`config.mk`:
```
export PLATFORM = sky130hd
export DESIGN_NAME = tlssni_name_ram
export DESIGN_NICKNAME = d
export VERILOG_FILES = /design/src/hdl/tls_client_hello_sni_extractor_defines.svh /design/src/hdl/tlssni_name_ram.sv
export SDC_FILE = /design/constraint.sdc
export NUM_CORES = 2
export LEC_CHECK = 0
export BUFFER_PORTS_ARGS = -buffer_cell sky130_fd_sc_hd__buf_4
export CORE_ASPECT_RATIO = 0.7
export CORE_UTILIZATION = 60
export CTS_CLUSTER_DIAMETER = 100
export DETAILED_ROUTE_END_ITERATION = 8
export PLACE_DENSITY = 0.76
export SYNTH_ARGS = -nofsm -noshare
export SYNTH_HDL_FRONTEND = slang
export SYNTH_SLANG_ARGS = --single-unit
```
`constraint.sdc`:
```
create_clock -name i_clk -period 7 [get_ports i_clk]
set_input_delay 1.05 -clock i_clk [delete_from_list [all_inputs] [get_ports i_clk]]
set_output_delay 1.05 -clock i_clk [all_outputs]
set_load 0.02 [all_outputs]
```
`src/hdl/tls_client_hello_sni_extractor_defines.svh`:
```
// assertion macros for the tls sni extractor
// used by modules that check their own logic; needs i_clk and i_rst_n in scope
`ifndef TLS_CLIENT_HELLO_SNI_EXTRACTOR_DEFINES_SVH
`define TLS_CLIENT_HELLO_SNI_EXTRACTOR_DEFINES_SVH

// same-cycle implication, disabled during reset
`define TLSSNI_ASSERT_NOW(label, ante, cons, msg) \
    label: assert property (@(posedge i_clk) disable iff (!i_rst_n) (ante) |-> (cons)) \
        else $error(msg);

// next-cycle implication, disabled during reset
`define TLSSNI_ASSERT_NEXT(label, ante, cons, msg) \
    label: assert property (@(posedge i_clk) disable iff (!i_rst_n) (ante) |=> (cons)) \
        else $error(msg);

`endif

```
`src/hdl/tlssni_name_ram.sv`:
```
// two-bank hostname store, 8 bytes per word, byte-lane write, registered read
// depends on nothing but its parameters
`default_nettype none
module tlssni_name_ram #(
    parameter int AW = 5
) (
    input  wire logic          i_clk,
    input  wire logic          i_we,
    input  wire logic [AW:0]   i_waddr,
    input  wire logic [2:0]    i_wlane,
    input  wire logic [7:0]    i_wdata,
    input  wire logic          i_re,
    input  wire logic [AW:0]   i_raddr,
    output logic      [63:0]   o_rdata
);
    localparam int Depth = 2 ** (AW + 1);

    logic [63:0] r_mem [Depth];
    logic [63:0] r_rdata;

    // byte write
    always_ff @(posedge i_clk) begin
        if (i_we) begin
            r_mem[i_waddr][{i_wlane, 3'b000} +: 8] <= i_wdata;
        end
    end

    // word read, held between reads
    always_ff @(posedge i_clk) begin
        if (i_re) begin
            r_rdata <= r_mem[i_raddr];
        end
    end

    assign o_rdata = r_rdata;
endmodule
`default_nettype wire

```
Word level (Yosys, flattened, before mapping)
Memory sizes are Yosys's and may differ from the RTL's. A register that Yosys moved wholly into a read port is not among the register bits.
Index checks and enable logic that the tools add are counted.
Widths: inputs -> output; s select.
- bits in registers: 0
- memory bits (writable): 4096
- bits of input ports: 26
- word-level logic and storage cells: 6
- memories: 1
- add/sub/neg operators: 1
- shift-type cells: 2
- mux-type cells: 2
- memory list (name ; words ; width ; rd ports ; clocked after Yosys merged registers in ; wr ports ; line ; RTL):
    r_mem ; 64 ; 64 ; 1 ; 1 ; 1 ; tlssni_name_ram.sv:18 ; logic [63:0] r_mem [Depth];
- operator list (cell ; count):
    $mux 64 ; 1
    $shift 8x8->64 const A ; 1
    $shiftx 8x8->64 ; 1
    $neg 6->8 ; 1
    $mux 1 ; 1

Depth between registers and ports, before layout
- word-level depth: 3
- depth in mapped cells: 9

Worst setup path after synthesis
Ideal clock, no wire load.
- kind: input to register
- start: in i_wlane[0]
- end: mem r_mem[0][40] (data pin)
- library setup time: 0.499 ns
- arrival time: 3.591 ns
- path slack: 2.910 ns
- stages: 6
- cell sequence: inv_1 -> ha_1 -> ha_1 -> buf_4 -> nand3b_1 -> nor2_1
- cells in the longest elaborated chain, start to end: 2
- RTL lines (what ; line ; RTL):
    from (decl) ; tlssni_name_ram.sv:10 ; input wire logic [2:0] i_wlane,
    $neg 6->8 ; tlssni_name_ram.sv:24 ; r_mem[i_waddr][{i_wlane, 3'b000} +: 8] <= i_wdata;
    $shiftx 8x8->64 ; tlssni_name_ram.sv:24 ;
    to (decl) ; tlssni_name_ram.sv:18 ;
Every way passes these cells.

Worst setup path after layout
- start: in i_wlane[0]
- end: mem r_mem[45][52] (data pin)
The elaborated chain is that of the path after synthesis.

==> impl_metrics.yaml <==
synth:
  synth_top_family_by_area: "multiplexers"
  syn_area_um2: 159000
  avgSynthCellArea_um2: 21.95
  synth_edf_count: 4160
  synthMuxAreaShare_pct: 14.94
  yosys.area_share.xor_xnor_pct: 0
  ys_ff_latch: 4160
  synth_nets: 7278
  synth_cells: 7246
  ys_seq_area_share_pct: 78.55
  synth_compound_area_share_pct: 2.453
  synth_simple_gate_area_share_pct: 2.577
  synth.distinct_cells: 51
  synth_ff_type: "edfxtp_1"
  async_flop_share_pct: 0
  synth-warning-count: 0
  synthAdderAreaFrac_pct: 0.04721
clock_tree:
  cts_tree: "done"
  cts_buffer_depth: 4
  cts-root-buf: "clkbuf_16"
  postCtsHoldBufs: 0
  numCtsBuffers: 363
  cts_num_sinks: 4160
  clk_latency_ps: 900
  post-cts-setup-buffers: 0
  h-tree-depth: 5
  cts_resized: 0
  cts.clk_slew.worst_paths_ps: 60
routing:
  drt_iter0_drc: 13620
  drc: 0
  viasPerCell: 7.292
  drt-total-wl_um: 440000
  ant_nets: 0
  dr.pass1.iters: 9
  wl_per_cell_um: 39.05
  vias: 82170
setup_path:
  end_kind: "flop"
  crit_type: "in -> reg"
  worstSetupStartpointType: "input pin"
  worstPathRequired_ps: 7480
  cp_max_fo: 64
  crit_arrival_ps: 5050
timing:
  period_share_pct: 65.24
  period_needed_ps: 4567
  hold_viol: 0
  tns_ps: 0
  finalSetupViolCount: 0
  drv_slew: 0
  max_slew.worst_pin.slew_ps: 1358
  grt_setup_unrepaired: "no"
  worst_slack_ps: 2433
  skew_ps: 44.37
  fmax_mhz: 219.0
  hold_slack_ps: 750.5
  max_slew_margin_pct: 9.484
worst_hold_path:
  holdCritPathClass: "in -> reg"
global_route:
  overflow: 0
  grt_max_degree: 112
  track_usage_pct: 33.07
  antenna_found_initial: 34
  grt_pass1_wl_um: 608800
  grt_pass1_vias: 78670
power:
  leakage_nw: 43.49
  p_total_mw: 48.82
  vdd_drop_max_v: 0.0002395
  powerDensity_nw_per_um2: 278.5
floorplanning:
  die_width_um: 617.3
  io_pins: 90
  rows: 157
  die-height_um: 432.7
  initial_core_util_pct: 60.60
  core_area_um2: 262400
  die-area_um2: 267100
place:
  dp_hpwl_um: 265200
  numPortBuffers: 89
  dp_slack_ps: 1676
  routabilityCongestion: 0.9134
finish:
  drive_above_1_share_pct: 24.45
  layout_commonest_cell: "edfxtp_1"
  fin_util_pct: 66.79
  nFillCells: 15880
  mostFrequentLayoutCells: "edfxtp_1, mux4_2, nor2_1"
  final_nets: 7477
  syn2layout_area_growth_pct: 10.22
run:
  cap_violations: 0
run_status:
  status: "completed"
## per-stage QoR
step | cell area, um^2 | instances
2_1_floorplan | 159000 | 7246
6_report | 175300 | 11270
4_1_cts | 175100 | 11210
5_1_grt | 175200 | 11220
3_5_place_dp | 163800 | 10580
3_3_place_gp | 163800 | 10580
## synth_stat cells (4+ instances only)
master	count	area (um^2)
a31oi_1	13	81.33
o22a_1	52	455.4
o21ai_0	60	300.3
a311oi_1	5	43.79
nand2_1	122	457.9
a21oi_1	80	400.4
nand2b_1	11	68.82
mux2i_1	93	930.9
a22o_1	7	61.31
or3_1	5	31.28
buf_4	91	683.2
o221ai_1	61	534.3
and2_1	42	262.8
nor4_1	55	344.1
nand3_1	13	65.06
nor2_1	605	2271
buf_6	18	202.7
buf_2	150	750.7
nor3_1	56	280.3
a211oi_1	10	75.07
o22ai_1	282	1764
and3_1	9	56.30
edfxtp_1	4160	124900
nor3b_1	6	45.04
mux4_2	1012	22790
buf_1	18	67.56
clkbuf_1	145	544.3
nor2b_1	12	75.07
a22oi_1	11	82.58
a2bb2oi_1	4	35.03
ha_1	6	75.07
## critical path: stages
cell and delay [ps]:
buf_4 190, inv_1 140, ha_1 250, ha_1 410
nand3b_1 770, nor3_2 1040, and2_2 1070
## where the power goes
group / internal [mW] / switching (mW)
Sequential: 27.3 / 0.0504
Clock: 11.0 / 8.89
Combinational: 0.462 / 1.18
Total: 38.7 / 10.1
## cell type report
type | instances | area [um^2] | share of cell area (%)
tap | 3498 | 4377 | 2.497
timing repair buffer | 258 | 2182 | 1.245
inverter | 4 | 15.01 | 0.008566
antenna | 53 | 132.6 | 0.07566
clock buffer | 442 | 9572 | 5.461
sequential | 4160 | 124900 | 71.27
clock inverter | 195 | 1807 | 1.031
multi-input combinational | 2658 | 32280 | 18.41
## cell families after synthesis
group	Yosys count
compound gates	593
fa+ha+maj	6
buf+inv	428
mux	1108
simple gates	951
flops	4160
## per-layer routing
| metal | vias up | share of wire (%) | global-route usage (%) |
|---|---|---|---|
| li1 | 30950 | - | - |
| met1 | 42830 | 35 | 45.75 |
| met2 | 7128 | 44 | 46.86 |
| met3 | 1230 | 15 | 12.35 |
| met4 | 33 | 5.7 | 16.34 |
| met5 | - | 0.14 | 0.5952 |
## path summary, 6_finish.rpt
path,end,start,cells past startpoint,slack [ps]
hold reg to reg,o_rdata[44],r_mem[51][44],4,990
setup / recovery,r_mem[45][52],i_wlane[0],7,2430
setup reg to reg,o_rdata[34],r_mem[56][34],6,4500
hold / removal,o_rdata[53],i_re,1,750
## flip-flops by register name, indices dropped and copies added, names as in the netlist
signal   flops
r_mem     4096
o_rdata     64
Note: power is estimated with default switching activity, not from simulation.
