## src/hdl/tls_client_hello_sni_extractor_defines.svh

```systemverilog
// assertion macros for the tls sni extractor
// used by modules that check their own logic; needs i_clk and i_rst_n in scope
`ifndef TLS_CLIENT_HELLO_SNI_EXTRACTOR_DEFINES_SVH
`define TLS_CLIENT_HELLO_SNI_EXTRACTOR_DEFINES_SVH

// same-cycle implication, disabled during reset
`define TLSSNI_ASSERT_NOW(label, ante, cons, msg) \
    label: assert property (@(posedge i_clk) disable iff (!i_rst_n) (ante) |-> (cons)) \
        else $error(msg);

// next-cycle implication, disabled during reset
`define TLSSNI_ASSERT_NEXT(label, ante, cons, msg) \
    label: assert property (@(posedge i_clk) disable iff (!i_rst_n) (ante) |=> (cons)) \
        else $error(msg);

`endif

```

## src/hdl/tlssni_pkg.sv

```systemverilog
// shared constants and types of the tls sni extractor
// no dependencies
`default_nettype none
package tlssni_pkg;
    localparam int NAME_MAX_DEF = 256;

    // verdict status codes
    localparam logic [1:0] ST_FOUND    = 2'd0;
    localparam logic [1:0] ST_NONE     = 2'd1;
    localparam logic [1:0] ST_TOO_LONG = 2'd2;

    // verdict handed from parser to emitter
    typedef struct packed {
        logic       bank;
        logic [1:0] status;
    } t_verdict;
endpackage
`default_nettype wire

```

## src/hdl/tlssni_ifs.sv

```systemverilog
// byte input and chunk output channel interfaces
// no dependencies
`default_nettype none


interface tlssni_out_if;
    logic        valid;
    logic        ready;
    logic [63:0] name_chunk;
    logic [3:0]  chunk_bytes;
    logic [1:0]  status;
    logic        last_chunk;
    modport source (output valid, output name_chunk, output chunk_bytes, output status,
                    output last_chunk, input ready);
    modport sink (input valid, input name_chunk, input chunk_bytes, input status,
                  input last_chunk, output ready);
endinterface
`default_nettype wire

```

## src/hdl/tlssni_emitter.sv

```systemverilog
// reads the stored name word by word and sends verdict and chunk transactions
// depends on tlssni_pkg, tlssni_out_if and the assertion macro header
`default_nettype none
`include "tls_client_hello_sni_extractor_defines.svh"
module tlssni_emitter #(
    parameter int AW = 5,
    parameter int LW = 9
) (
    input  wire logic                 i_clk,
    input  wire logic                 i_rst_n,
    input  wire logic                 i_vld,
    input  wire tlssni_pkg::t_verdict i_verdict,
    input  wire logic      [LW-1:0]   i_len,
    output logic                      o_take,
    output logic                      o_re,
    output logic      [AW:0]          o_raddr,
    input  wire logic      [63:0]     i_rdata,
    tlssni_out_if.source              o_name
);
    logic          r_busy, r_bank, r_pend, r_rd_last, r_oval;
    logic [LW-1:0] r_rem;
    logic [AW-1:0] r_addr;
    logic [3:0]    r_rd_bytes;
    logic [63:0]   r_chunk;
    logic [3:0]    r_bytes;
    logic [1:0]    r_status;
    logic          r_last;
    logic          out_free, move, issue, last_rd;
    logic [3:0]    rd_n;
    logic [63:0]   masked;

    assign out_free = !r_oval || o_name.ready;
    assign move     = r_pend && out_free;
    assign issue    = r_busy && (!r_pend || move);
    assign o_take   = i_vld && !r_busy && !r_pend && out_free;
    assign last_rd  = (r_rem <= LW'(8));
    assign rd_n     = last_rd ? r_rem[3:0] : 4'd8;
    assign o_re     = issue;
    assign o_raddr  = {r_bank, r_addr};

    // keep only the valid lanes of the read word
    always_comb begin
        for (int l = 0; l < 8; l++) begin
            masked[l*8 +: 8] = (4'(l) < r_rd_bytes) ? i_rdata[l*8 +: 8] : 8'd0;
        end
    end

    // read sequencer and output register
    always_ff @(posedge i_clk) begin
        if (!i_rst_n) begin
            r_busy <= 1'b0; r_pend <= 1'b0; r_oval <= 1'b0;
        end else begin
            if (o_take && i_verdict.status == tlssni_pkg::ST_FOUND) begin
                r_busy <= 1'b1;
            end else if (issue && last_rd) begin
                r_busy <= 1'b0;
            end
            if (issue) r_pend <= 1'b1;
            else if (move) r_pend <= 1'b0;
            if (move || (o_take && i_verdict.status != tlssni_pkg::ST_FOUND)) begin
                r_oval <= 1'b1;
            end else if (o_name.ready) begin
                r_oval <= 1'b0;
            end
        end
    end

    // payload registers
    always_ff @(posedge i_clk) begin
        if (o_take) begin
            r_bank <= i_verdict.bank;
            r_rem <= i_len;
            r_addr <= '0;
        end else if (issue) begin
            r_rem <= r_rem - LW'(rd_n);
            r_addr <= r_addr + AW'(1);
        end
        if (issue) begin
            r_rd_bytes <= rd_n;
            r_rd_last <= last_rd;
        end
        if (move) begin
            r_chunk <= masked; r_bytes <= r_rd_bytes;
            r_status <= tlssni_pkg::ST_FOUND; r_last <= r_rd_last;
        end else if (o_take && i_verdict.status != tlssni_pkg::ST_FOUND) begin
            r_chunk <= 64'd0; r_bytes <= 4'd0;
            r_status <= i_verdict.status; r_last <= 1'b1;
        end
    end

    assign o_name.valid = r_oval;
    assign o_name.name_chunk = r_chunk;
    assign o_name.chunk_bytes = r_bytes;
    assign o_name.status = r_status;
    assign o_name.last_chunk = r_last;

    `TLSSNI_ASSERT_NOW(a_found_has_bytes, r_oval && r_status == tlssni_pkg::ST_FOUND,
        r_bytes != 4'd0 && r_bytes <= 4'd8, "found chunk without bytes")
    `TLSSNI_ASSERT_NOW(a_fail_single, r_oval && r_status != tlssni_pkg::ST_FOUND,
        r_last && r_bytes == 4'd0, "failure transaction not single")
    `TLSSNI_ASSERT_NEXT(a_pend_holds, r_pend && !move, r_pend, "read word dropped")
    `TLSSNI_ASSERT_NOW(a_take_idle, o_take, !r_busy && !r_pend, "verdict taken while busy")
endmodule
`default_nettype wire

```

## src/flat_wrapper.sv

```systemverilog
// flat-port wrapper written by rule: the top's interface ports become plain ports
module tlssni_emitter_flat 
#(
    parameter int AW = 5,
    parameter int LW = 9
)
  (i_clk, i_rst_n, i_vld, i_verdict, i_len, o_take, o_re, o_raddr, i_rdata, o_name_valid, o_name_name_chunk, o_name_chunk_bytes, o_name_status, o_name_last_chunk, o_name_ready);
  tlssni_out_if o_name_i ();
  input  wire logic i_clk;
  input  wire logic i_rst_n;
  input  wire logic i_vld;
  input  wire tlssni_pkg::t_verdict i_verdict;
  input  wire logic      [LW-1:0] i_len;
  output logic o_take;
  output logic o_re;
  output logic      [AW:0] o_raddr;
  input  wire logic      [63:0] i_rdata;
  output wire logic [$bits(o_name_i.valid)-1:0] o_name_valid;
  output wire logic [$bits(o_name_i.name_chunk)-1:0] o_name_name_chunk;
  output wire logic [$bits(o_name_i.chunk_bytes)-1:0] o_name_chunk_bytes;
  output wire logic [$bits(o_name_i.status)-1:0] o_name_status;
  output wire logic [$bits(o_name_i.last_chunk)-1:0] o_name_last_chunk;
  input wire logic [$bits(o_name_i.ready)-1:0] o_name_ready;
  assign o_name_valid = o_name_i.valid;
  assign o_name_name_chunk = o_name_i.name_chunk;
  assign o_name_chunk_bytes = o_name_i.chunk_bytes;
  assign o_name_status = o_name_i.status;
  assign o_name_last_chunk = o_name_i.last_chunk;
  assign o_name_i.ready = o_name_ready;
  tlssni_emitter #(.AW(AW), .LW(LW)) u_core (.i_clk(i_clk), .i_rst_n(i_rst_n), .i_vld(i_vld), .i_verdict(i_verdict), .i_len(i_len), .o_take(o_take), .o_re(o_re), .o_raddr(o_raddr), .i_rdata(i_rdata), .o_name(o_name_i));
endmodule
```

## config.mk

```make
export PLATFORM = sky130hd
export DESIGN_NAME = tlssni_emitter_flat
export DESIGN_NICKNAME = d
export VERILOG_FILES = /design/src/hdl/tlssni_pkg.sv /design/src/hdl/tlssni_ifs.sv /design/src/hdl/tlssni_emitter.sv /design/src/flat_wrapper.sv
export VERILOG_INCLUDE_DIRS = /design/src /design/src/hdl
export SDC_FILE = /design/constraint.sdc
export NUM_CORES = 1
export LEC_CHECK = 0
export BUFFER_PORTS_ARGS = -buffer_cell sky130_fd_sc_hd__buf_2
export CAP_MARGIN = 20
export CORE_ASPECT_RATIO = 1.2
export CORE_UTILIZATION = 40
export DETAILED_ROUTE_END_ITERATION = 6
export PLACE_DENSITY = 0.72
export SLEW_MARGIN = 0
export SYNTH_ARGS = -nofsm -noshare
export SYNTH_HDL_FRONTEND = slang
export SYNTH_SLANG_ARGS = --single-unit
export TNS_END_PERCENT = 1
```

## constraint.sdc

```tcl
create_clock -name i_clk -period 14.6 [get_ports i_clk]
set_clock_uncertainty 0.05 [all_clocks]
set_input_delay 2.92 -clock i_clk [delete_from_list [all_inputs] [get_ports i_clk]]
set_output_delay 2.92 -clock i_clk [all_outputs]
set_load 0.03 [all_outputs]
```

### Yosys cells after proc, flatten, opt, wreduce, memory -nomap -nowiden

Index checks and enable logic that the tools add are counted.
Widths: inputs -> output; s select.

| storage, ports and cells | value |
|---|---|
| ROM bits | 0 |
| memories | 0 |
| word-level logic and storage cells | 67 |
| register bits after elaboration | 94 |
| bits in writable memories | 0 |
| output and inout port bits | 80 |
| latch bits | 0 |
| input port bits | 80 |

| cells by class | value |
|---|---|
| shift operators | 0 |
| eq/ne operators | 0 |
| multipliers | 0 |
| multiplexer cells | 23 |
| $lt $le $gt $ge | 9 |
| add/sub/neg operators | 2 |
| bitwise logic cells | 0 |
| reduce and logical (&&, ||, !) cells | 21 |
| divide/modulo/power cells | 0 |

Operators with widths:

| kind | number |
|---|---|
| $mux 64 | 2 |
| $mux 8 | 8 |
| $mux 9 | 2 |
| $lt 3x4->1 const A | 4 |
| $mux 4 | 3 |
| $reduce_bool 2->1 | 6 |
| $le 9x4->1 const B | 1 |
| $sub 9x4->9 | 1 |
| $logic_and 1x1->1 | 8 |
| $lt 1x4->1 const A | 2 |
| $lt 2x4->1 const A | 2 |
| $mux 1 | 8 |
| $add 5x1->5 const B | 1 |
| $logic_not 1->1 | 3 |
| $logic_or 1x1->1 | 3 |
| $logic_not 2->1 | 1 |

### Longest topological paths before layout

Gate-level depths: netlist (run 1).

| depth | value |
|---|---|
| word-level depth | 8 |
| gate-level depth with buffers | 8 |
| depth with buffers taken out | 8 |

### Worst setup path before layout (run 1)

OpenSTA, ideal clock, no wires.

| path | value |
|---|---|
| path type | in2reg |
| start point | in o_name_ready |
| end point | reg u_core.r_bytes[0], in the netlist u_core.o_name.chunk_bytes[0] (enable) |
| arrival time | 8451 ps |
| library setup time | 591 ps |
| stages | 4 |
| required time | 13959 ps |
| path buffers | 1 |
| slack | 5507 ps |
| cell sequence | nand2b_1 -> nand4_1 -> clkbuf_1 -> o21ai_0 |

| between the ends | value |
|---|---|
| longest elaborated chain between the ends | 4 |
| elaborated cells between the ends (all ways) | 5 |
| classes of those cells | 5 x reduce/logical |

RTL lines:

| what | RTL line | text |
|---|---|---|
| from (decl) | flat_wrapper.sv:23 | `input wire logic [$bits(o_name_i.ready)-1:0] o_name_ready;` |
| $logic_or 1x1->1 (*) | tlssni_emitter.sv:32 | `assign out_free = !r_oval \|\| o_name.ready;` |
| $logic_and 1x1->1 | tlssni_emitter.sv:35 | `assign o_take = i_vld && !r_busy && !r_pend && out_free;` |
| $logic_and 1x1->1 | tlssni_emitter.sv:85 | `end else if (o_take && i_verdict.status != tlssni_pkg::ST_FOUND) begin` |
| $reduce_bool 2->1 (no line) (*) | -- |  |
| to (signal assigned) | tlssni_emitter.sv:83 | `r_chunk <= masked; r_bytes <= r_rd_bytes;` |
| to (decl) | tlssni_emitter.sv:25 | `logic [3:0] r_bytes;` |

Mark *: on every way between the ends. The rest lies on a longest branch, timed or not.
A chain may end at the register's enable or synchronous reset.

### Worst setup path after layout (run 1)

| path | value |
|---|---|
| start point | in o_name_ready |
| end point | out o_take |

| between the ends | value |
|---|---|
| longest elaborated chain between the ends | 2 |

RTL lines:

| what | RTL line | text |
|---|---|---|
| $logic_or 1x1->1 | tlssni_emitter.sv:32 |  |
| $logic_and 1x1->1 | tlssni_emitter.sv:35 |  |
| to (decl) | flat_wrapper.sv:14 | `output logic o_take;` |

Every way passes these cells.

==> flow_summary.ini, run 1 <==
[worst_setup_path]
cp-start-kind = primary input
cp_max_fo = 17
critPathTopFamily = buffers and inverters
max_stage_delay_ps = 640
crit_slowest_cell = inv_1
critical_path_buf_inv_count = 3
worst_r2r_startpoint = u_core.r_rem[6]$_DFFE_PP_
cp.required_ps = 11630
reg2reg_depth = 8
timing.rr.end = u_core.r_rem[6]$_DFFE_PP_
path_cells = buf_2 > nand2b_1 > nand4_1 > inv_1 > buf_2
reg2reg_slack_ps = 11940
critPathCaptureType = output pin
arrival_ps = 4800
cp_common_cell = buf_2
critical_path_class = in -> out

[sta]
slew_viol_final = 0
timing.slew.headroom = 0.391
setup_tns_ps = 0
hold_viol_final = 0
worstMarginPinSlew_ps = 906
fin_crit_ps = 7770
post-route-period-util = 0.532
fmax_ghz = 0.129
rsz0062_at_grt = no
setup_viol_count_final = 0

[yosys]
synth_top_flop_cell = edfxtp_1
yosysMostFrequentCell = edfxtp_1
ys_ff_latch = 94
yosysSeqAreaShare = 0.725
yosysWarnings = 0
yosysUniqueCellTypes = 37
synthArstFlopShare = 0
postSynthCellCount = 273
syn_avg_cell_area_sq_um = 13.8
synthTopCellsByArea = edfxtp_1, and2_1, dfxtp_1
yosys.area.top_type = edfxtp_1
syn_nets = 355
synth-edff-count = 84
synth_top_area_share = 0.671
syn_area_sq_mm = 0.00376
synth_common_cells = edfxtp_1, and2_1, nand2_1

[floorplanning]
ios = 160
rows = 38
dieArea_sq_mm = 0.00979
die_y_um = 108
die_w_um = 90.5
start_util = 0.414
core_area_sq_mm = 0.00908

[clock_tree]
cts_tree = done
ctsRootBufferMaster = clkbuf_8
htreeDepth = 3
clkSinkCount = 94
clock_latency_ps = 360
ctsHoldBuffers = 0
cts.clk_slew.worst_paths_ps = 90
cts_inserted_buffers = 9
post-cts-setup-buffers = 0
cts_resized = 0
clockBufferDepth = 2

[outcome]
outcome = finished clean

[placed_design]
dp_hpwl_um = 5620
io_buffers = 159
place.gp.congestion = 0.789
postPlaceCellArea_sq_mm = 0.00471

[hold_path]
hold_end = u_core.r_addr[1]$_SDFFE_PP0P_
holdPathStages = 2
hold_path.class = reg -> reg
min_from = u_core.r_addr[1]$_SDFFE_PP0P_

[detailed_routing]
vias = 2652
dr.pass1.iters = 4
detail_route.wl_per_cell_um = 13.4
antenna_left = 0
routed_wl_um = 7590
drtIter0Drc = 83
drc = 0
via_per_inst = 4.69

[power_and_ir_drop]
leakagePower_uw = 0.00212
ir_drop_mv = 0.0543
p_per_area_mw_per_mm2 = 122

[global_routing]
grt_start_max_net_pins = 70
track_usage = 0.157
grt_overflow = 0
grt_pass1_wl_um = 11700
first_global_vias = 2460
antenna_found_initial = 0

[layout]
fin_nets = 523
drive_above_1_share = 0.401
diodes = 0
final_area_sq_mm = 0.00490
syn2layout_area_growth_pct = 30.3

[flow_run]
maxCapViolations = 0
-- sequential cells by signal (all words and copies together) (netlist names) --
signal	count
u_core.o_name.chunk_bytes	4
u_core.o_name.last_chunk	1
u_core.o_name.name_chunk	64
u_core.o_name.status	2
u_core.o_name.valid	1
u_core.r_addr	5
u_core.r_bank	1
u_core.r_busy	1
u_core.r_pend	1
u_core.r_rd_bytes	4
u_core.r_rd_last	1
u_core.r_rem	9
-- layer usage --
layer	share of wire	GRT usage	vias to the layer above
li1	-	-	1318
met1	0.42	0.180	1213
met2	0.50	0.272	109
met3	0.065	0.0436	12
met4	0.016	0.0760	0
met5	0	0	-
-- cell type report --
cell class	instances	area [sq um]
multi-input combinational	169	1000
clock inverter	5	58.8
tap	120	150
clock buffer	11	131
fill	797	4180
inverter	7	26.3
sequential	94	2720
timing repair buffer	160	803
-- worst max-delay path by stage --
stage,from,endpoint,slack [ps],cells after the start
after global routing,o_name_ready,o_take,6640,5
after CTS,o_name_ready,o_take,6820,5
after detailed placement,o_name_ready,o_take,6830,5
final,o_name_ready,o_take,6830,5
after floorplan,o_name_ready,u_core.o_name.chunk_bytes[0]$_SDFFCE_PN0P_,5510,4
after global placement,o_name_ready,o_take,6920,5
-- power breakdown --
group          internal (uW)  switching (uW)  total [uW]
Sequential               321            10.5         331
Clock                   79.6            86.5         166
Combinational           31.3            70.7         102
-- worst reg2reg max path: stages (launching register included) --
cell	delay, ps
edfxtp_1	450
nor3_1	580
nand2_1	250
nand2_1	150
ha_1	290
o31a_1	220
a2111oi_0	100
xnor2_1	230
o21ai_0	90
-- through the flow --
| stage | setup WS, ps | util | power (uW) | hold slack [ps] | instances |
|---|---|---|---|---|---|
| after detailed placement | 6830 | 0.518 | 441 | 437 | 550 |
| final | 6830 | 0.539 | 600 | 454 | 566 |
| after global routing | 6640 | 0.539 | 626 | 482 | 566 |
| after global placement | 6920 | 0.518 | 438 | 414 | 550 |
| after floorplan | 5510 | - | 407 | 431 | 273 |
| after CTS | 6820 | 0.539 | 606 | 457 | 566 |
-- cells by family after synthesis --
logic type / share of synthesized area
xor gates and xnor gates: 0.0117
and+or+nand+nor: 0.185
buffers and inverters: 0.0110
other: 0.000998
AOI/OAI and AO/OA: 0.0546
DFF: 0.725
muxes: 0.00566
adders and majority gates: 0.00666
-- cells in the final DEF, fill, tap and decap left out, types with 2 or more instances in the layout --
master      synthesis  layout
a31o_2              2       2
nand3_1             4       4
inv_1               7       7
nor2_1             15      15
and3_1              8       8
nor2b_1             9       9
clkinvlp_4          0       2
a31oi_1             3       3
clkbuf_8            0       9
a21oi_1            10      10
o31ai_1             2       2
clkbuf_1            1       2
or3_1               2       2
dfxtp_1            10      10
buf_2               0     159
o21ai_0             9       8
nand2_1            20      20
edfxtp_1           84      84
xor2_1              4       4
ha_1                2       2
o31a_1              2       2
and2_1             56      56
nor3_1              6       6
Note: power is estimated with default switching activity, not from simulation.
==> run 2: changes to the inputs <==
==> constraint.sdc (replaced) <==
create_clock -name i_clk -period 7.4 [get_ports i_clk]
set_clock_uncertainty 0.05 [all_clocks]
set_input_delay 1.48 -clock i_clk [delete_from_list [all_inputs] [get_ports i_clk]]
set_output_delay 1.48 -clock i_clk [all_outputs]
set_load 0.03 [all_outputs]
==> run 2 against run 1 <==
- via count increased by 0.72%
- sequential share of layout area decreased by 0.28 points
- combinational power increased by 97%
- sequential power increased by 98%
- routed wire length increased by 0.74%
- die area unchanged
- worst hold slack got worse by 19 ps
- final cell count unchanged
- register-to-register slack got worse by 7200 ps
- non-clock buffer count unchanged
- cell area increased by 0.51%
- total power increased by 100%
==> flow_summary.ini, run 2 (synthesis gave the netlist of run 1 again) <==
[worst_setup_path]
critPathLaunch = o_name_ready
cp-start-kind = primary input
critical_path_class = in -> out
timing.rr.end = u_core.o_name.name_chunk[36]$_SDFFCE_PP0P_
cp_common_cell = buf_2
crit_slowest_cell = inv_1
reg2reg_depth = 4
cp.required_ps = 5870
endpoint = o_take
cp_max_fo = 17
arrival_ps = 3330
reg2reg_slack_ps = 4760
worst_r2r_startpoint = u_core.r_pend$_SDFFE_PN0P_
max_stage_delay_ps = 630
path_cells = buf_2 > nand2b_1 > nand4_1 > inv_1 > buf_2
critPathCaptureType = output pin

[layout]
fin_nets = 523
diodes = 0
layout_commonest_cell = buf_2
largest_reg_flops = 64
mostFrequentLayoutCells = buf_2, edfxtp_1, and2_1
n_fill_cell = 808
final_area_sq_mm = 0.00492
drive_above_1_share = 0.401
syn2layout_area_growth_pct = 31.0

[floorplanning]
core_area_sq_mm = 0.00908
ios = 160
die_w_um = 90.5
dieArea_sq_mm = 0.00979
die_y_um = 108
rows = 38
start_util = 0.414

[power_and_ir_drop]
pwr-share-clk = 0.299
seq_power_share = 0.537
pwr-share-comb = 0.165
p_per_area_mw_per_mm2 = 247
p_sw_uw = 332
internal_power_uw = 886
leakagePower_uw = 0.00213
ir_drop_mv = 0.108
switching_share = 0.272

[clock_tree]
cts.clk_slew.worst_paths_ps = 90
htreeDepth = 3
ctsHoldBuffers = 0
clock_latency_ps = 350
ctsRootBufferMaster = clkbuf_8
clkSinkCount = 94
clockBufferDepth = 2
cts_inserted_buffers = 9
post-cts-setup-buffers = 0
cts_resized = 0
cts_tree = done

[global_routing]
grt_start_max_net_pins = 70
grt_overflow = 0
track_usage = 0.162
grt_pass1_wl_um = 12000
first_global_vias = 2475
antenna_found_initial = 0

[detailed_routing]
vias = 2671
detail_route.wl_per_cell_um = 13.5
dr.pass1.iters = 4
routed_wl_um = 7650
drc = 0
antenna_left = 0
via_per_inst = 4.72
drtIter0Drc = 121

[sta]
setup_tns_ps = 0
rsz0062_at_grt = no
post-route-period-util = 0.657
hold_viol_final = 0
timing.slew.headroom = 0.378
fmax_ghz = 0.206
fin_crit_ps = 4860
slew_viol_final = 0
worstMarginPinSlew_ps = 926
setup_viol_count_final = 0

[placed_design]
place.gp.congestion = 0.818
dp_hpwl_um = 5690
postPlaceCellArea_sq_mm = 0.00471
io_buffers = 159

[flow_run]
maxCapViolations = 0

[outcome]
outcome = finished clean

[hold_path]
hold_path.class = reg -> reg
run 2: final cells by class:
type                            instances  area [sq um]  area share
Multi-Input combinational cell        169          1000       0.204
Clock buffer                           11           131      0.0267
Inverter                                7          26.3     0.00534
Clock inverter                          5          83.8      0.0170
Sequential cell                        94          2720       0.553
Tap cell                              120           150      0.0305
Timing Repair Buffer                  160           803       0.163
run 2: through the flow:
step	utilization	cells	worst slack [ps]	total power [uW]	hold WS [ps]
floorplan	-	273	1620	800	431
CTS	0.542	566	2530	1230	431
global route	0.542	566	2350	1270	488
global placement	0.518	550	2590	864	413
detailed placement	0.518	550	2530	869	417
finish	0.542	566	2540	1220	435
run 2: critical path: cells and delay by family:
family | cells | cell delay (ps)
buffers and inverters | 3 | 1010
and+or+nand+nor | 2 | 830
run 2: routing by layer:
layer | track usage | share of wire | vias up
met5 | 0 | 0 | -
met4 | 0.0622 | 0.011 | 0
met3 | 0.0506 | 0.067 | 7
met2 | 0.278 | 0.51 | 99
met1 | 0.191 | 0.41 | 1248
li1 | - | - | 1317
run 2: worst min path at each step:
stage / from / end / slack (ps) / depth (start not counted)
final: u_core.o_name.status[1]$_SDFFE_PP0P_ / u_core.o_name.status[1]$_SDFFE_PP0P_ / 430 / 2
after global routing: u_core.o_name.status[0]$_SDFFE_PP0P_ / u_core.o_name.status[0]$_SDFFE_PP0P_ / 490 / 2
after CTS: u_core.o_name.status[1]$_SDFFE_PP0P_ / u_core.o_name.status[1]$_SDFFE_PP0P_ / 430 / 2
after detailed placement: u_core.o_name.status[1]$_SDFFE_PP0P_ / u_core.o_name.status[1]$_SDFFE_PP0P_ / 420 / 2
after global placement: u_core.o_name.status[1]$_SDFFE_PP0P_ / u_core.o_name.status[1]$_SDFFE_PP0P_ / 410 / 2
after floorplan: u_core.r_rd_last$_DFFE_PP_ / u_core.o_name.last_chunk$_SDFFCE_PN1P_ / 430 / 1
run 2: power groups by stage:
| stage | registers (uW) | logic, uW | clock network, uW |
|---|---|---|---|
| after floorplan | 740 | 60.1 | 0 |
| after global placement | 664 | 200 | 0 |
| after detailed placement | 666 | 203 | 0 |
| after CTS | 654 | 203 | 375 |
| after global routing | 659 | 217 | 395 |
| final | 654 | 201 | 364 |
