<file path="src/hdl/tls_client_hello_sni_extractor_defines.svh">
// assertion macros for the tls sni extractor
// used by modules that check their own logic; needs i_clk and i_rst_n in scope
`ifndef TLS_CLIENT_HELLO_SNI_EXTRACTOR_DEFINES_SVH
`define TLS_CLIENT_HELLO_SNI_EXTRACTOR_DEFINES_SVH

// same-cycle implication, disabled during reset
`define TLSSNI_ASSERT_NOW(label, ante, cons, msg) \
    label: assert property (@(posedge i_clk) disable iff (!i_rst_n) (ante) |-> (cons)) \
        else $error(msg);

// next-cycle implication, disabled during reset
`define TLSSNI_ASSERT_NEXT(label, ante, cons, msg) \
    label: assert property (@(posedge i_clk) disable iff (!i_rst_n) (ante) |=> (cons)) \
        else $error(msg);

`endif

</file>
<file path="src/hdl/tlssni_pkg.sv">
// shared constants and types of the tls sni extractor
// no dependencies
`default_nettype none
package tlssni_pkg;
    localparam int NAME_MAX_DEF = 256;

    // verdict status codes
    localparam logic [1:0] ST_FOUND    = 2'd0;
    localparam logic [1:0] ST_NONE     = 2'd1;
    localparam logic [1:0] ST_TOO_LONG = 2'd2;

    // verdict handed from parser to emitter
    typedef struct packed {
        logic       bank;
        logic [1:0] status;
    } t_verdict;
endpackage
`default_nettype wire

</file>
<file path="src/hdl/tlssni_ifs.sv">
// byte input and chunk output channel interfaces
// no dependencies
`default_nettype none
interface tlssni_in_if;
    logic       valid;
    logic       ready;
    logic [7:0] byte_value;
    logic       last_byte;
    modport source (output valid, output byte_value, output last_byte, input ready);
    modport sink (input valid, input byte_value, input last_byte, output ready);
endinterface

`default_nettype wire

</file>
<file path="src/hdl/tlssni_parser.sv">
// record / handshake / extension walker, one byte per cycle while no unaccepted verdict holds the input
// depends on tlssni_pkg and tlssni_in_if; writes the name store
`default_nettype none
module tlssni_parser #(
    parameter int NAME_MAX = tlssni_pkg::NAME_MAX_DEF,
    parameter int AW       = 5,
    parameter int LW       = 9
) (
    input  wire logic                 i_clk,
    input  wire logic                 i_rst_n,
    tlssni_in_if.sink                 i_byte,
    input  wire logic                 i_take,
    output logic                      o_vld,
    output tlssni_pkg::t_verdict      o_verdict,
    output logic      [LW-1:0]        o_len,
    output logic                      o_we,
    output logic      [AW:0]          o_waddr,
    output logic      [2:0]           o_wlane,
    output logic      [7:0]           o_wdata
);
    localparam logic [15:0] NameMaxW = 16'(NAME_MAX);

    typedef enum logic [4:0] {
        PH_REC_HDR, PH_HS_HDR, PH_FIXED, PH_SID_LEN, PH_SID_SKIP, PH_CS_LEN,
        PH_CS_SKIP, PH_CM_LEN, PH_CM_SKIP, PH_EXTS_LEN, PH_EXT_HDR, PH_EXT_SKIP,
        PH_SNI_LIST_LEN, PH_SNI_ENTRY_HDR, PH_SNI_NAME, PH_SNI_ENTRY_SKIP,
        PH_SNI_REST, PH_DONE
    } t_phase;

    t_phase        r_phase, n_phase;
    logic [14:0]   r_seen, n_seen;
    logic [15:0]   r_rec_len, n_rec_len;
    logic [23:0]   r_body_len, n_body_len;
    logic [23:0]   r_body_off, n_body_off;
    logic [31:0]   r_field, n_field;
    logic [15:0]   r_frem, n_frem;
    logic [15:0]   r_ext_rem, n_ext_rem;
    logic [15:0]   r_sni_ext, n_sni_ext;
    logic [15:0]   r_sni_list, n_sni_list;
    logic [15:0]   r_name_len, n_name_len;
    logic          r_chars_ok, n_chars_ok;
    logic          r_failed, n_failed;
    logic          r_found, n_found;
    logic          r_too_long, n_too_long;
    logic [LW-1:0] r_found_len, n_found_len;
    logic          r_bank, n_bank;
    logic          r_vld, n_vld;
    tlssni_pkg::t_verdict r_verdict, n_verdict;
    logic [LW-1:0] r_len, n_len;

    logic        accept;
    logic [7:0]  b;
    logic        done_f, do_sni_loop, do_skip_rest, do_ext_loop, stop, char_ok, complete;
    logic [15:0] fv, elen, er, pos, s;
    logic [15:0] rl;

    assign accept = i_byte.valid && i_byte.ready;
    assign i_byte.ready = !r_vld || i_take;
    assign b = i_byte.byte_value;

    // next-state of the walker for one accepted byte
    always_comb begin
        n_phase = r_phase;         n_seen = r_seen;         n_rec_len = r_rec_len;
        n_body_len = r_body_len;   n_body_off = r_body_off; n_field = r_field;
        n_frem = r_frem;           n_ext_rem = r_ext_rem;   n_sni_ext = r_sni_ext;
        n_sni_list = r_sni_list;   n_name_len = r_name_len; n_chars_ok = r_chars_ok;
        n_failed = r_failed;       n_found = r_found;       n_too_long = r_too_long;
        n_found_len = r_found_len; n_bank = r_bank;
        n_vld = r_vld && !i_take;  n_verdict = r_verdict;   n_len = r_len;
        o_we = 1'b0; o_wdata = 8'd0;
        done_f = 1'b0; do_sni_loop = 1'b0; do_skip_rest = 1'b0; do_ext_loop = 1'b0;
        stop = 1'b0; char_ok = 1'b0; complete = 1'b0;
        fv = 16'd0; elen = 16'd0; er = 16'd0; s = 16'd0; rl = 16'd0;
        pos = r_name_len - r_frem;
        o_waddr = {r_bank, pos[AW+2:3]};
        o_wlane = pos[2:0];
        if (accept) begin
            // body bound check from the fixed ClientHello part up to the extensions length
            if (r_phase inside {PH_FIXED, PH_SID_LEN, PH_SID_SKIP, PH_CS_LEN, PH_CS_SKIP,
                                PH_CM_LEN, PH_CM_SKIP, PH_EXTS_LEN}) begin
                if (r_body_off >= r_body_len) begin
                    n_failed = 1'b1;
                    n_phase = PH_DONE;
                    stop = 1'b1;
                end else begin
                    n_body_off = r_body_off + 24'd1;
                end
            end
            // sni extension and list byte budgets
            if (r_phase inside {PH_SNI_LIST_LEN, PH_SNI_ENTRY_HDR, PH_SNI_NAME,
                                PH_SNI_ENTRY_SKIP, PH_SNI_REST}) begin
                if (r_sni_ext != 16'd0) n_sni_ext = r_sni_ext - 16'd1;
                if (r_sni_list != 16'd0) n_sni_list = r_sni_list - 16'd1;
            end
            // field collector and down counter
            if (r_frem != 16'd0) n_frem = r_frem - 16'd1;
            done_f = (n_frem == 16'd0);
            if (r_phase inside {PH_CS_LEN, PH_EXTS_LEN, PH_EXT_HDR, PH_SNI_LIST_LEN,
                                PH_SNI_ENTRY_HDR}) begin
                n_field = {r_field[23:0], b};
            end
            fv = n_field[15:0];
            if (!stop) begin
                case (r_phase)
                    PH_REC_HDR: begin
                        if (r_seen == 15'd0) begin
                            if (b != 8'd22) begin n_failed = 1'b1; n_phase = PH_DONE; end
                        end else if (r_seen == 15'd1) begin
                            if (b != 8'd3) begin n_failed = 1'b1; n_phase = PH_DONE; end
                        end else if (r_seen == 15'd2) begin
                            if (b > 8'd4) begin n_failed = 1'b1; n_phase = PH_DONE; end
                        end else if (r_seen == 15'd3) begin
                            n_rec_len = {b, 8'd0};
                        end else begin
                            rl = {r_rec_len[15:8], b};
                            n_rec_len = rl;
                            if (rl < 16'd4 || rl > 16'd16384) begin
                                n_failed = 1'b1; n_phase = PH_DONE;
                            end else begin
                                n_phase = PH_HS_HDR;
                            end
                        end
                    end
                    PH_HS_HDR: begin
                        if (r_seen == 15'd5) begin
                            if (b != 8'd1) begin n_failed = 1'b1; n_phase = PH_DONE; end
                        end else begin
                            n_body_len = {r_body_len[15:0], b};
                            if (r_seen >= 15'd8) begin
                                if ({1'b0, n_body_len} + 25'd4 > {9'd0, r_rec_len}
                                    || n_body_len < 24'd34) begin
                                    n_failed = 1'b1; n_phase = PH_DONE;
                                end else begin
                                    n_body_off = 24'd0; n_phase = PH_FIXED;
                                    n_frem = 16'd34; n_field = 32'd0;
                                end
                            end
                        end
                    end
                    PH_FIXED: if (done_f) n_phase = PH_SID_LEN;
                    PH_SID_LEN: begin
                        n_field = 32'd0;
                        if (b == 8'd0) begin n_phase = PH_CS_LEN; n_frem = 16'd2; end
                        else begin n_phase = PH_SID_SKIP; n_frem = {8'd0, b}; end
                    end
                    PH_SID_SKIP: if (done_f) begin
                        n_phase = PH_CS_LEN; n_frem = 16'd2; n_field = 32'd0;
                    end
                    PH_CS_LEN: if (done_f) begin
                        n_field = 32'd0; n_frem = fv;
                        n_phase = (fv == 16'd0) ? PH_CM_LEN : PH_CS_SKIP;
                    end
                    PH_CS_SKIP: if (done_f) n_phase = PH_CM_LEN;
                    PH_CM_LEN: begin
                        n_field = 32'd0;
                        if (b == 8'd0) begin n_phase = PH_EXTS_LEN; n_frem = 16'd2; end
                        else begin n_phase = PH_CM_SKIP; n_frem = {8'd0, b}; end
                    end
                    PH_CM_SKIP: if (done_f) begin
                        n_phase = PH_EXTS_LEN; n_frem = 16'd2; n_field = 32'd0;
                    end
                    PH_EXTS_LEN: if (done_f) begin
                        if ({1'b0, n_body_off} + {9'd0, fv} > {1'b0, r_body_len}) begin
                            n_failed = 1'b1; n_phase = PH_DONE;
                        end else begin
                            n_ext_rem = fv; do_ext_loop = 1'b1;
                        end
                    end
                    PH_EXT_HDR: if (done_f) begin
                        elen = fv;
                        er = r_ext_rem - 16'd4;
                        n_ext_rem = er;
                        if (elen > er) begin
                            n_phase = PH_DONE;
                        end else begin
                            n_ext_rem = er - elen;
                            if (n_field[31:16] == 16'd0) begin
                                n_sni_ext = elen; n_sni_list = 16'd0;
                                if (elen >= 16'd2) begin
                                    n_phase = PH_SNI_LIST_LEN; n_frem = 16'd2;
                                    n_field = 32'd0;
                                end else begin
                                    do_skip_rest = 1'b1;
                                end
                            end else begin
                                n_phase = PH_EXT_SKIP; n_frem = elen; n_field = 32'd0;
                                if (elen == 16'd0) do_ext_loop = 1'b1;
                            end
                        end
                    end
                    PH_EXT_SKIP: if (done_f) do_ext_loop = 1'b1;
                    PH_SNI_LIST_LEN: if (done_f) begin
                        if (fv > n_sni_ext) do_skip_rest = 1'b1;
                        else begin n_sni_list = fv; do_sni_loop = 1'b1; end
                    end
                    PH_SNI_ENTRY_HDR: if (done_f) begin
                        if (n_field[23:16] == 8'd0) begin
                            if (fv > n_sni_ext) begin
                                do_skip_rest = 1'b1;
                            end else begin
                                n_name_len = fv; n_chars_ok = 1'b1;
                                n_phase = PH_SNI_NAME; n_frem = fv; n_field = 32'd0;
                                if (fv == 16'd0) do_sni_loop = 1'b1;
                            end
                        end else begin
                            s = (fv < n_sni_ext) ? fv : n_sni_ext;
                            n_phase = PH_SNI_ENTRY_SKIP; n_frem = s; n_field = 32'd0;
                            if (s == 16'd0) do_sni_loop = 1'b1;
                        end
                    end
                    PH_SNI_NAME: begin
                        char_ok = (b >= 8'd48 && b <= 8'd57) || (b >= 8'd65 && b <= 8'd90)
                               || (b >= 8'd97 && b <= 8'd122) || b == 8'd45 || b == 8'd46;
                        n_chars_ok = r_chars_ok && char_ok;
                        if (pos < NameMaxW) begin
                            o_we = 1'b1;
                            o_wdata = (b >= 8'd65 && b <= 8'd90) ? b + 8'd32 : b;
                        end
                        if (done_f) begin
                            if (n_chars_ok) begin
                                if (r_name_len > NameMaxW) begin
                                    n_too_long = 1'b1;
                                end else begin
                                    n_found = 1'b1; n_found_len = r_name_len[LW-1:0];
                                end
                                n_phase = PH_DONE;
                            end else begin
                                do_sni_loop = 1'b1;
                            end
                        end
                    end
                    PH_SNI_ENTRY_SKIP: if (done_f) do_sni_loop = 1'b1;
                    PH_SNI_REST: if (n_sni_ext == 16'd0) do_ext_loop = 1'b1;
                    default: ;
                endcase
            end
            // loop re-entry decisions, in nesting order
            if (do_sni_loop) begin
                if (n_sni_ext >= 16'd3 && n_sni_list != 16'd0) begin
                    n_phase = PH_SNI_ENTRY_HDR; n_frem = 16'd3; n_field = 32'd0;
                end else begin
                    do_skip_rest = 1'b1;
                end
            end
            if (do_skip_rest) begin
                if (n_sni_ext != 16'd0) n_phase = PH_SNI_REST;
                else do_ext_loop = 1'b1;
            end
            if (do_ext_loop) begin
                if (n_ext_rem >= 16'd4) begin
                    n_phase = PH_EXT_HDR; n_frem = 16'd4; n_field = 32'd0;
                end else begin
                    n_phase = PH_DONE;
                end
            end
            if (r_seen != 15'h7fff) n_seen = r_seen + 15'd1;
            // packet end: verdict and clear
            if (i_byte.last_byte) begin
                complete = !n_failed && ({2'b0, n_seen} >= {1'b0, n_rec_len} + 17'd5);
                n_vld = 1'b1;
                n_verdict.bank = r_bank;
                n_len = n_found_len;
                if (complete && n_found && n_found_len != '0) begin
                    n_verdict.status = tlssni_pkg::ST_FOUND;
                end else if (complete && n_too_long) begin
                    n_verdict.status = tlssni_pkg::ST_TOO_LONG;
                end else begin
                    n_verdict.status = tlssni_pkg::ST_NONE;
                end
                n_bank = !r_bank;
                n_phase = PH_REC_HDR; n_seen = 15'd0; n_rec_len = 16'd0;
                n_body_len = 24'd0; n_body_off = 24'd0; n_field = 32'd0;
                n_frem = 16'd0; n_ext_rem = 16'd0; n_sni_ext = 16'd0;
                n_sni_list = 16'd0; n_name_len = 16'd0; n_chars_ok = 1'b1;
                n_failed = 1'b0; n_found = 1'b0; n_too_long = 1'b0; n_found_len = '0;
            end
        end
    end

    // state registers
    always_ff @(posedge i_clk) begin
        if (!i_rst_n) begin
            r_phase <= PH_REC_HDR; r_seen <= 15'd0; r_rec_len <= 16'd0;
            r_body_len <= 24'd0; r_body_off <= 24'd0; r_field <= 32'd0;
            r_frem <= 16'd0; r_ext_rem <= 16'd0; r_sni_ext <= 16'd0;
            r_sni_list <= 16'd0; r_name_len <= 16'd0; r_chars_ok <= 1'b1;
            r_failed <= 1'b0; r_found <= 1'b0; r_too_long <= 1'b0;
            r_found_len <= '0; r_bank <= 1'b0; r_vld <= 1'b0;
        end else begin
            r_phase <= n_phase; r_seen <= n_seen; r_rec_len <= n_rec_len;
            r_body_len <= n_body_len; r_body_off <= n_body_off; r_field <= n_field;
            r_frem <= n_frem; r_ext_rem <= n_ext_rem; r_sni_ext <= n_sni_ext;
            r_sni_list <= n_sni_list; r_name_len <= n_name_len; r_chars_ok <= n_chars_ok;
            r_failed <= n_failed; r_found <= n_found; r_too_long <= n_too_long;
            r_found_len <= n_found_len; r_bank <= n_bank; r_vld <= n_vld;
        end
    end

    // verdict payload
    always_ff @(posedge i_clk) begin
        r_verdict <= n_verdict;
        r_len <= n_len;
    end

    assign o_vld = r_vld;
    assign o_verdict = r_verdict;
    assign o_len = r_len;
endmodule
`default_nettype wire

</file>
<file path="src/flat_wrapper.sv">
// flat-port wrapper written by rule: the top's interface ports become plain ports
module tlssni_parser_flat 
#(
    parameter int NAME_MAX = tlssni_pkg::NAME_MAX_DEF,
    parameter int AW       = 5,
    parameter int LW       = 9
)
  (i_clk, i_rst_n, i_take, o_vld, o_verdict, o_len, o_we, o_waddr, o_wlane, o_wdata, i_byte_valid, i_byte_byte_value, i_byte_last_byte, i_byte_ready);
  tlssni_in_if i_byte_i ();
  input  wire logic i_clk;
  input  wire logic i_rst_n;
  input  wire logic i_take;
  output logic o_vld;
  output tlssni_pkg::t_verdict o_verdict;
  output logic      [LW-1:0] o_len;
  output logic o_we;
  output logic      [AW:0] o_waddr;
  output logic      [2:0] o_wlane;
  output logic      [7:0] o_wdata;
  input wire logic [$bits(i_byte_i.valid)-1:0] i_byte_valid;
  input wire logic [$bits(i_byte_i.byte_value)-1:0] i_byte_byte_value;
  input wire logic [$bits(i_byte_i.last_byte)-1:0] i_byte_last_byte;
  output wire logic [$bits(i_byte_i.ready)-1:0] i_byte_ready;
  assign i_byte_i.valid = i_byte_valid;
  assign i_byte_i.byte_value = i_byte_byte_value;
  assign i_byte_i.last_byte = i_byte_last_byte;
  assign i_byte_ready = i_byte_i.ready;
  tlssni_parser #(.NAME_MAX(NAME_MAX), .AW(AW), .LW(LW)) u_core (.i_clk(i_clk), .i_rst_n(i_rst_n), .i_byte(i_byte_i), .i_take(i_take), .o_vld(o_vld), .o_verdict(o_verdict), .o_len(o_len), .o_we(o_we), .o_waddr(o_waddr), .o_wlane(o_wlane), .o_wdata(o_wdata));
endmodule
</file>
<file path="config.mk">
export PLATFORM = sky130hd
export DESIGN_NAME = tlssni_parser_flat
export DESIGN_NICKNAME = d
export VERILOG_FILES = /design/src/hdl/tls_client_hello_sni_extractor_defines.svh /design/src/hdl/tlssni_pkg.sv /design/src/hdl/tlssni_ifs.sv /design/src/hdl/tlssni_parser.sv /design/src/flat_wrapper.sv
export SDC_FILE = /design/constraint.sdc
export NUM_CORES = 1
export LEC_CHECK = 0
export ABC_AREA = 1
export BUFFER_PORTS_ARGS = -buffer_cell sky130_fd_sc_hd__clkbuf_2
export CELL_PAD_IN_SITES_DETAIL_PLACEMENT = 0
export CELL_PAD_IN_SITES_GLOBAL_PLACEMENT = 1
export CORE_MARGIN = 2
export CORE_UTILIZATION = 30
export CTS_CLUSTER_DIAMETER = 100
export DETAILED_ROUTE_END_ITERATION = 10
export HOLD_SLACK_MARGIN = 0.02
export MAX_ROUTING_LAYER = met4
export PLACE_DENSITY_LB_ADDON = 0.1
export SYNTH_ARGS = -nofsm -noshare
export SYNTH_HDL_FRONTEND = slang
export SYNTH_SLANG_ARGS = --single-unit
</file>
<file path="constraint.sdc">
create_clock -name i_clk -period 15.1 [get_ports i_clk]
set_clock_uncertainty 0.15 [all_clocks]
set_input_delay 3.02 -clock i_clk [delete_from_list [all_inputs] [get_ports i_clk]]
set_output_delay 3.02 -clock i_clk [all_outputs]
set_load 0.03 [all_outputs]
</file>
# --- After elaboration in Yosys (flattened, before gate mapping) ---
# Cells that the tools add are included.
# Widths: inputs -> output; s select.
totals:
  ff_bits: 223
  latch_bits: 0
  ramBits: 0
  mem_bits_ro: 0
  wordCells: 383
  memories: 0
op_classes:
  n_addsub: 12
  n_mul: 0
  div_mod_pow: 0
  magnitude_cmp: 23
  n_eq_ne: 32
  n_shift: 0
  n_mux: 243
  bitwise: 0
  reduce_logical: 52
op_table:
  columns: ["cell", "count"]
  rows:
  - ["$mux 16", 62]
  - ["$mux 32", 19]
  - ["$mux 24", 13]
  - ["$mux 5", 38]
  - ["$pmux 32 s5", 1]
  - ["$pmux 16 s6", 1]
  - ["$mux 1", 84]
  - ["$logic_not 16->1", 5]
  - ["$reduce_bool 16->1", 5]
  - ["$pmux 5 s13", 1]
  - ["$pmux 16 s2", 2]
  - ["$mux 9", 7]
  - ["$mux 8", 6]
  - ["$sub 16x1->16 const B", 3]
  - ["$mux 15", 3]
  - ["$eq 5x4->1 const B", 8]
  - ["$ge 16x2->1 const B", 2]
  - ["$gt 16x16->1", 2]
  - ["$sub 16x16->16", 2]
  - ["$eq 15x2->1 const B", 2]
  - ["$add 24x16->25", 1]
  - ["$add 24x3->25 const B", 1]
  - ["$gt 25x16->1", 1]
  - ["$gt 25x24->1", 1]
  - ["other kinds (53)", 92]

# --- Longest topological paths before layout ---
logic_depth:
  depth_word: 20
  ltp_mapped: 58
  mapped_depth_nobuf: 57

# --- Worst setup path before layout ---
# Ideal clock, no wire load.
synth_timing:
  kind: "input to output"
  from: "input i_take"
  to: "output o_wdata[6]"
  t_arrival_ns: 5.669
  path_slack_ns: 6.261
  path_stages: 10
  n_path_buf: 0
  cell_sequence: "inv_1 > nand2_1 > nand2_1 > nor2_1 > nand3_1 > a21oi_1 > o2111ai_1 > nor3_1 > inv_1 > a211oi_1"
synth_via:
  elab_chain_cells: 3
synth_lines:
  columns: ["element", "line_no", "text"]
  rows:
  - ["from (decl)", "flat_wrapper.sv:12", "input wire logic i_take;"]
  - ["$logic_or 1x1->1", "tlssni_parser.sv:58", "assign i_byte.ready = !r_vld || i_take;"]
  - ["via i_byte_ready", "flat_wrapper.sv:23", "output wire logic [$bits(i_byte_i.ready)-1:0] i_byte_ready;"]
  - ["$logic_and 1x1->1", "tlssni_parser.sv:57", "assign accept = i_byte.valid && i_byte.ready;"]
  - ["$mux 8", "tlssni_parser.sv:77", "if (accept) begin"]
  - ["to (decl)", "flat_wrapper.sv:19", "output logic [7:0] o_wdata;"]
# The timed path passes the listed nets, and every way through them passes these cells.

# --- Worst setup path in the final report ---
layout_timing:
  from: "input i_byte_byte_value[0]"
  to: "register u_core.r_frem[13]"
layout_via:
  elab_chain_cells: 18
  elab_cells_between_ends: 109
layout_lines:
  columns: ["element", "line_no", "text"]
  rows:
  - ["from (decl)", "flat_wrapper.sv:21", "input wire logic [$bits(i_byte_i.byte_value)-1:0] i_byte_byte_value;"]
  - ["parallel branches: the longest is 16 deep, another holds $add 24x16->25", null, null]
  - ["$mux 16 *", "tlssni_parser.sv:249", "if (do_ext_loop) begin"]
  - ["$mux 16 *", "tlssni_parser.sv:258", "if (i_byte.last_byte) begin"]
  - ["to (signal assigned)", "tlssni_parser.sv:292", "r_frem <= n_frem; r_ext_rem <= n_ext_rem; r_sni_ext <= n_sni_ext;"]
  - ["to (decl)", "tlssni_parser.sv:36", "logic [15:0] r_frem, n_frem;"]
# Mark *: on every way between the ends. The select of a mux whose other input is x is not followed.
# A chain may end at the register's enable or synchronous reset.

==> results.cfg <==
[run_status]
status = finished, final reports clean

[setup_path]
r2r-end = u_core.r_frem[13]$_SDFFE_PN0P_
crit_type = in2reg
crit_path_frequent_cell = nand2_1
endpoint_kind = flip-flop
worstPathRequired_ns = 15.43
worstReg2RegStart = u_core.r_body_off[0]$_SDFFE_PN0P_
cpMaxStageDelayCell = nand3_2
cpPeakStageDelay_ns = 0.49
cp-endpoint = u_core.r_frem[13]$_SDFFE_PN0P_
critPathLaunchType = primary input
reg2reg_depth = 53
critical_path.startpoint = i_byte_byte_value[0]
cp.arrival_ns = 10.05
worstPathMaxFanout = 50
rrSetupSlack_ns = 5.50

[synth]
netlist_area_mm2 = 0.02257
yosysSeqAreaShare_pct = 20.31
async_reset_ff_share_pct = 0
syn-num-nets = 3972
synth_top_cell_by_area = dfxtp_1
avgSynthCellArea_um2 = 5.944
synth-edff-count = 12
yosysTopAreaCellShare_pct = 18.72
ys_ff_latch = 223
synth_most_common_cell = nand2_1
synthTopCellsByCount = 1109 x nand2_1, 420 x inv_1, 374 x a21oi_1
synth_area_leaders = dfxtp_1 19%, nand2_1 18%, ha_1 8.8%, a21oi_1 8.3%, inv_1 7.0%
yosys_warnings = 0
yosysUniqueCellTypes = 64
synth_flop_cell = dfxtp_1
synthCells = 3797

[placement]
portBuffers = 44
dp_hpwl_um = 73360
place_congestion = 0.9243

[clocking]
h-tree-depth = 2
cts_buffer_depth = 3
clk_pin_slew_ns = 0.05
cts.repair.resized = 0
cts_hold_buffers = 0
clock_latency_ns = 0.58
post-cts-setup-buffer-count = 0
cts-buffers-inserted = 34
root_buffer = clkbuf_16
cts_tree = built
cts_num_sinks = 223

[detailed_routing]
antenna_left = 0
route.detailed.drc = 0
drt_iter0_drc = 1946
wl_per_cell_um = 20.63
route.final.wire_length_um = 98290
vias = 24920
vias_per_cell = 5.231
dr.pass1.iters = 5

[finish]
fillers = 8518
layout-drive-gt1-share_pct = 5.642
postLayoutCoreUtil_pct = 33.34
final_nets = 3943
area_growth_pct = 9.990

[floorplan]
dieWidth_um = 278.3
start_util_pct = 30.32
core_mm2 = 0.07445
ios = 45
dieArea_mm2 = 0.07744
fp.dieH_um = 278.3
rows = 100

[pwr]
powerDensity_mw_per_mm2 = 131.4
p_leak_nw = 10.97
ir_drop_uv = 128.1
finalPower_mw = 3.261

[timing]
worst_slew_pin_slew_ns = 1.059
grt_setup_unrepaired = false
max_freq_mhz = 102.8
period_needed_ns = 9.726
finalCritPeriodShare_pct = 64.41
setup_viol = 0
maxSlewHeadroom_pct = 29.35
hold_violations = 0
tns_ns = 0
drv_slew = 0

[global_routing]
grt_usage_pct = 25.64
grt_pass1_wl_um = 149800
grt_antenna_before_repair = 1
grt_pass1_vias = 23520
grt_max_degree = 159
grt.overflow.total = 0

[worst_hold_path]
hold_class = reg2reg
hold_depth = 2

[run]
maxCapViolations = 0
==> through the flow <==
step	std cells	hold slack, ns	worst slack [ns]	area [um^2]
final	4764	0.3098	5.374	24820
after global routing	4763	0.3216	4.394	24820
after CTS	4762	0.3139	5.456	24820
after detailed placement	4701	0.3043	4.943	23650
after global placement	4701	0.3011	5.079	23650
after floorplan	3797	0.2814	6.261	22570
==> final cells by class <==
type	count	area [um^2]	share of cell area, %
flip-flops and latches	223	4584	18.47
well taps	969	1212	4.884
repair buffers	82	518.0	2.087
inverters	439	1657	6.673
diodes	2	5.005	0.02016
clock buffers	44	938.4	3.780
multi-input cells	2988	15680	63.17
clock inverters	17	227.7	0.9173
==> routing by layer <==
metal / share of wire, % / vias up / track usage (%)
li1: - / 12530 / -
met1: 50 / 11650 / 36.96
met2: 43 / 623 / 38.49
met3: 4.2 / 119 / 2.199
met4: 2.3 / 0 / 6.071
met5: 0 / - / -
==> how the worst min path moves through the flow <==
stage	from	endpoint	slack [ns]
floorplan	u_core.r_bank$_SDFFE_PN0P_	u_core.o_verdict[2]$_DFFE_PP_	0.28
global route	u_core.r_body_len[20]$_SDFFE_PN0P_	u_core.r_body_len[20]$_SDFFE_PN0P_	0.32
CTS	u_core.r_found_len[1]$_SDFFE_PN0P_	u_core.r_found_len[1]$_SDFFE_PN0P_	0.31
detailed placement	u_core.r_found_len[1]$_SDFFE_PN0P_	u_core.r_found_len[1]$_SDFFE_PN0P_	0.30
global placement	u_core.r_found_len[1]$_SDFFE_PN0P_	u_core.r_found_len[1]$_SDFFE_PN0P_	0.30
finish	u_core.r_body_len[17]$_SDFFE_PN0P_	u_core.r_body_len[17]$_SDFFE_PN0P_	0.31
==> cell usage in the layout (no fill, tap or decap), types with 10 or more instances in the layout <==
| master | n |
|---|---|
| o221ai_1 | 11 |
| o2111ai_1 | 13 |
| inv_1 | 420 |
| o22ai_1 | 16 |
| buf_4 | 37 |
| nand3b_1 | 50 |
| o21ai_0 | 197 |
| a21oi_1 | 374 |
| nor2_1 | 335 |
| o211ai_1 | 22 |
| nor2_2 | 12 |
| nor4_1 | 25 |
| inv_2 | 10 |
| clkbuf_16 | 34 |
| dfxtp_1 | 211 |
| nand3_1 | 278 |
| nand2_1 | 1108 |
| xnor2_1 | 33 |
| edfxtp_1 | 12 |
| nand4_1 | 73 |
| o21ai_1 | 17 |
| clkbuf_2 | 44 |
| nor3_1 | 62 |
| xor2_1 | 87 |
| ha_1 | 159 |
==> sequential cells by signal, indices dropped and copies added, names as in the netlist <==
name                count
u_core.o_len            9
u_core.o_verdict        3
u_core.o_vld            1
u_core.r_bank           1
u_core.r_body_len      24
u_core.r_body_off      24
u_core.r_chars_ok       1
u_core.r_ext_rem       16
u_core.r_failed         1
u_core.r_field         32
u_core.r_found          1
u_core.r_found_len      9
u_core.r_frem          16
u_core.r_name_len      16
u_core.r_phase          5
u_core.r_rec_len       16
u_core.r_seen          15
u_core.r_sni_ext       16
u_core.r_sni_list      16
u_core.r_too_long       1
==> logic make-up (layout without fill, tap and decap cells) <==
| family | after synthesis | in the layout | synth area share (%) |
|---|---|---|---|
| DFF | 223 | 223 | 20.31 |
| and+or+nand+nor | 1984 | 1984 | 37.84 |
| AOI/OAI and AO/OA | 722 | 722 | 17.72 |
| xor gates and xnor gates | 120 | 120 | 4.657 |
| other | 0 | 2 | 0 |
| adders and majority gates | 162 | 162 | 9.081 |
| buffers and inverters | 586 | 582 | 10.38 |
==> critical path: cells and delay by family <==
family | cells | cell delay (ns)
AND/OR/NAND/NOR | 22 | 3.04
AO/OA/AOI/OAI | 12 | 2.39
adder cells (fa/ha/maj) | 2 | 0.54
buffers and inverters | 4 | 0.79
XOR/XNOR | 1 | 0.15
==> where the power goes <==
| part | switching [mW] | internal [mW] | total (mW) |
|---|---|---|---|
| clock network | 0.342 | 0.499 | 0.842 |
| registers | 0.0364 | 0.618 | 0.654 |
| logic | 1.30 | 0.470 | 1.76 |
| total | 1.67 | 1.59 | 3.26 |
Note: power is estimated with default switching activity, not from simulation.
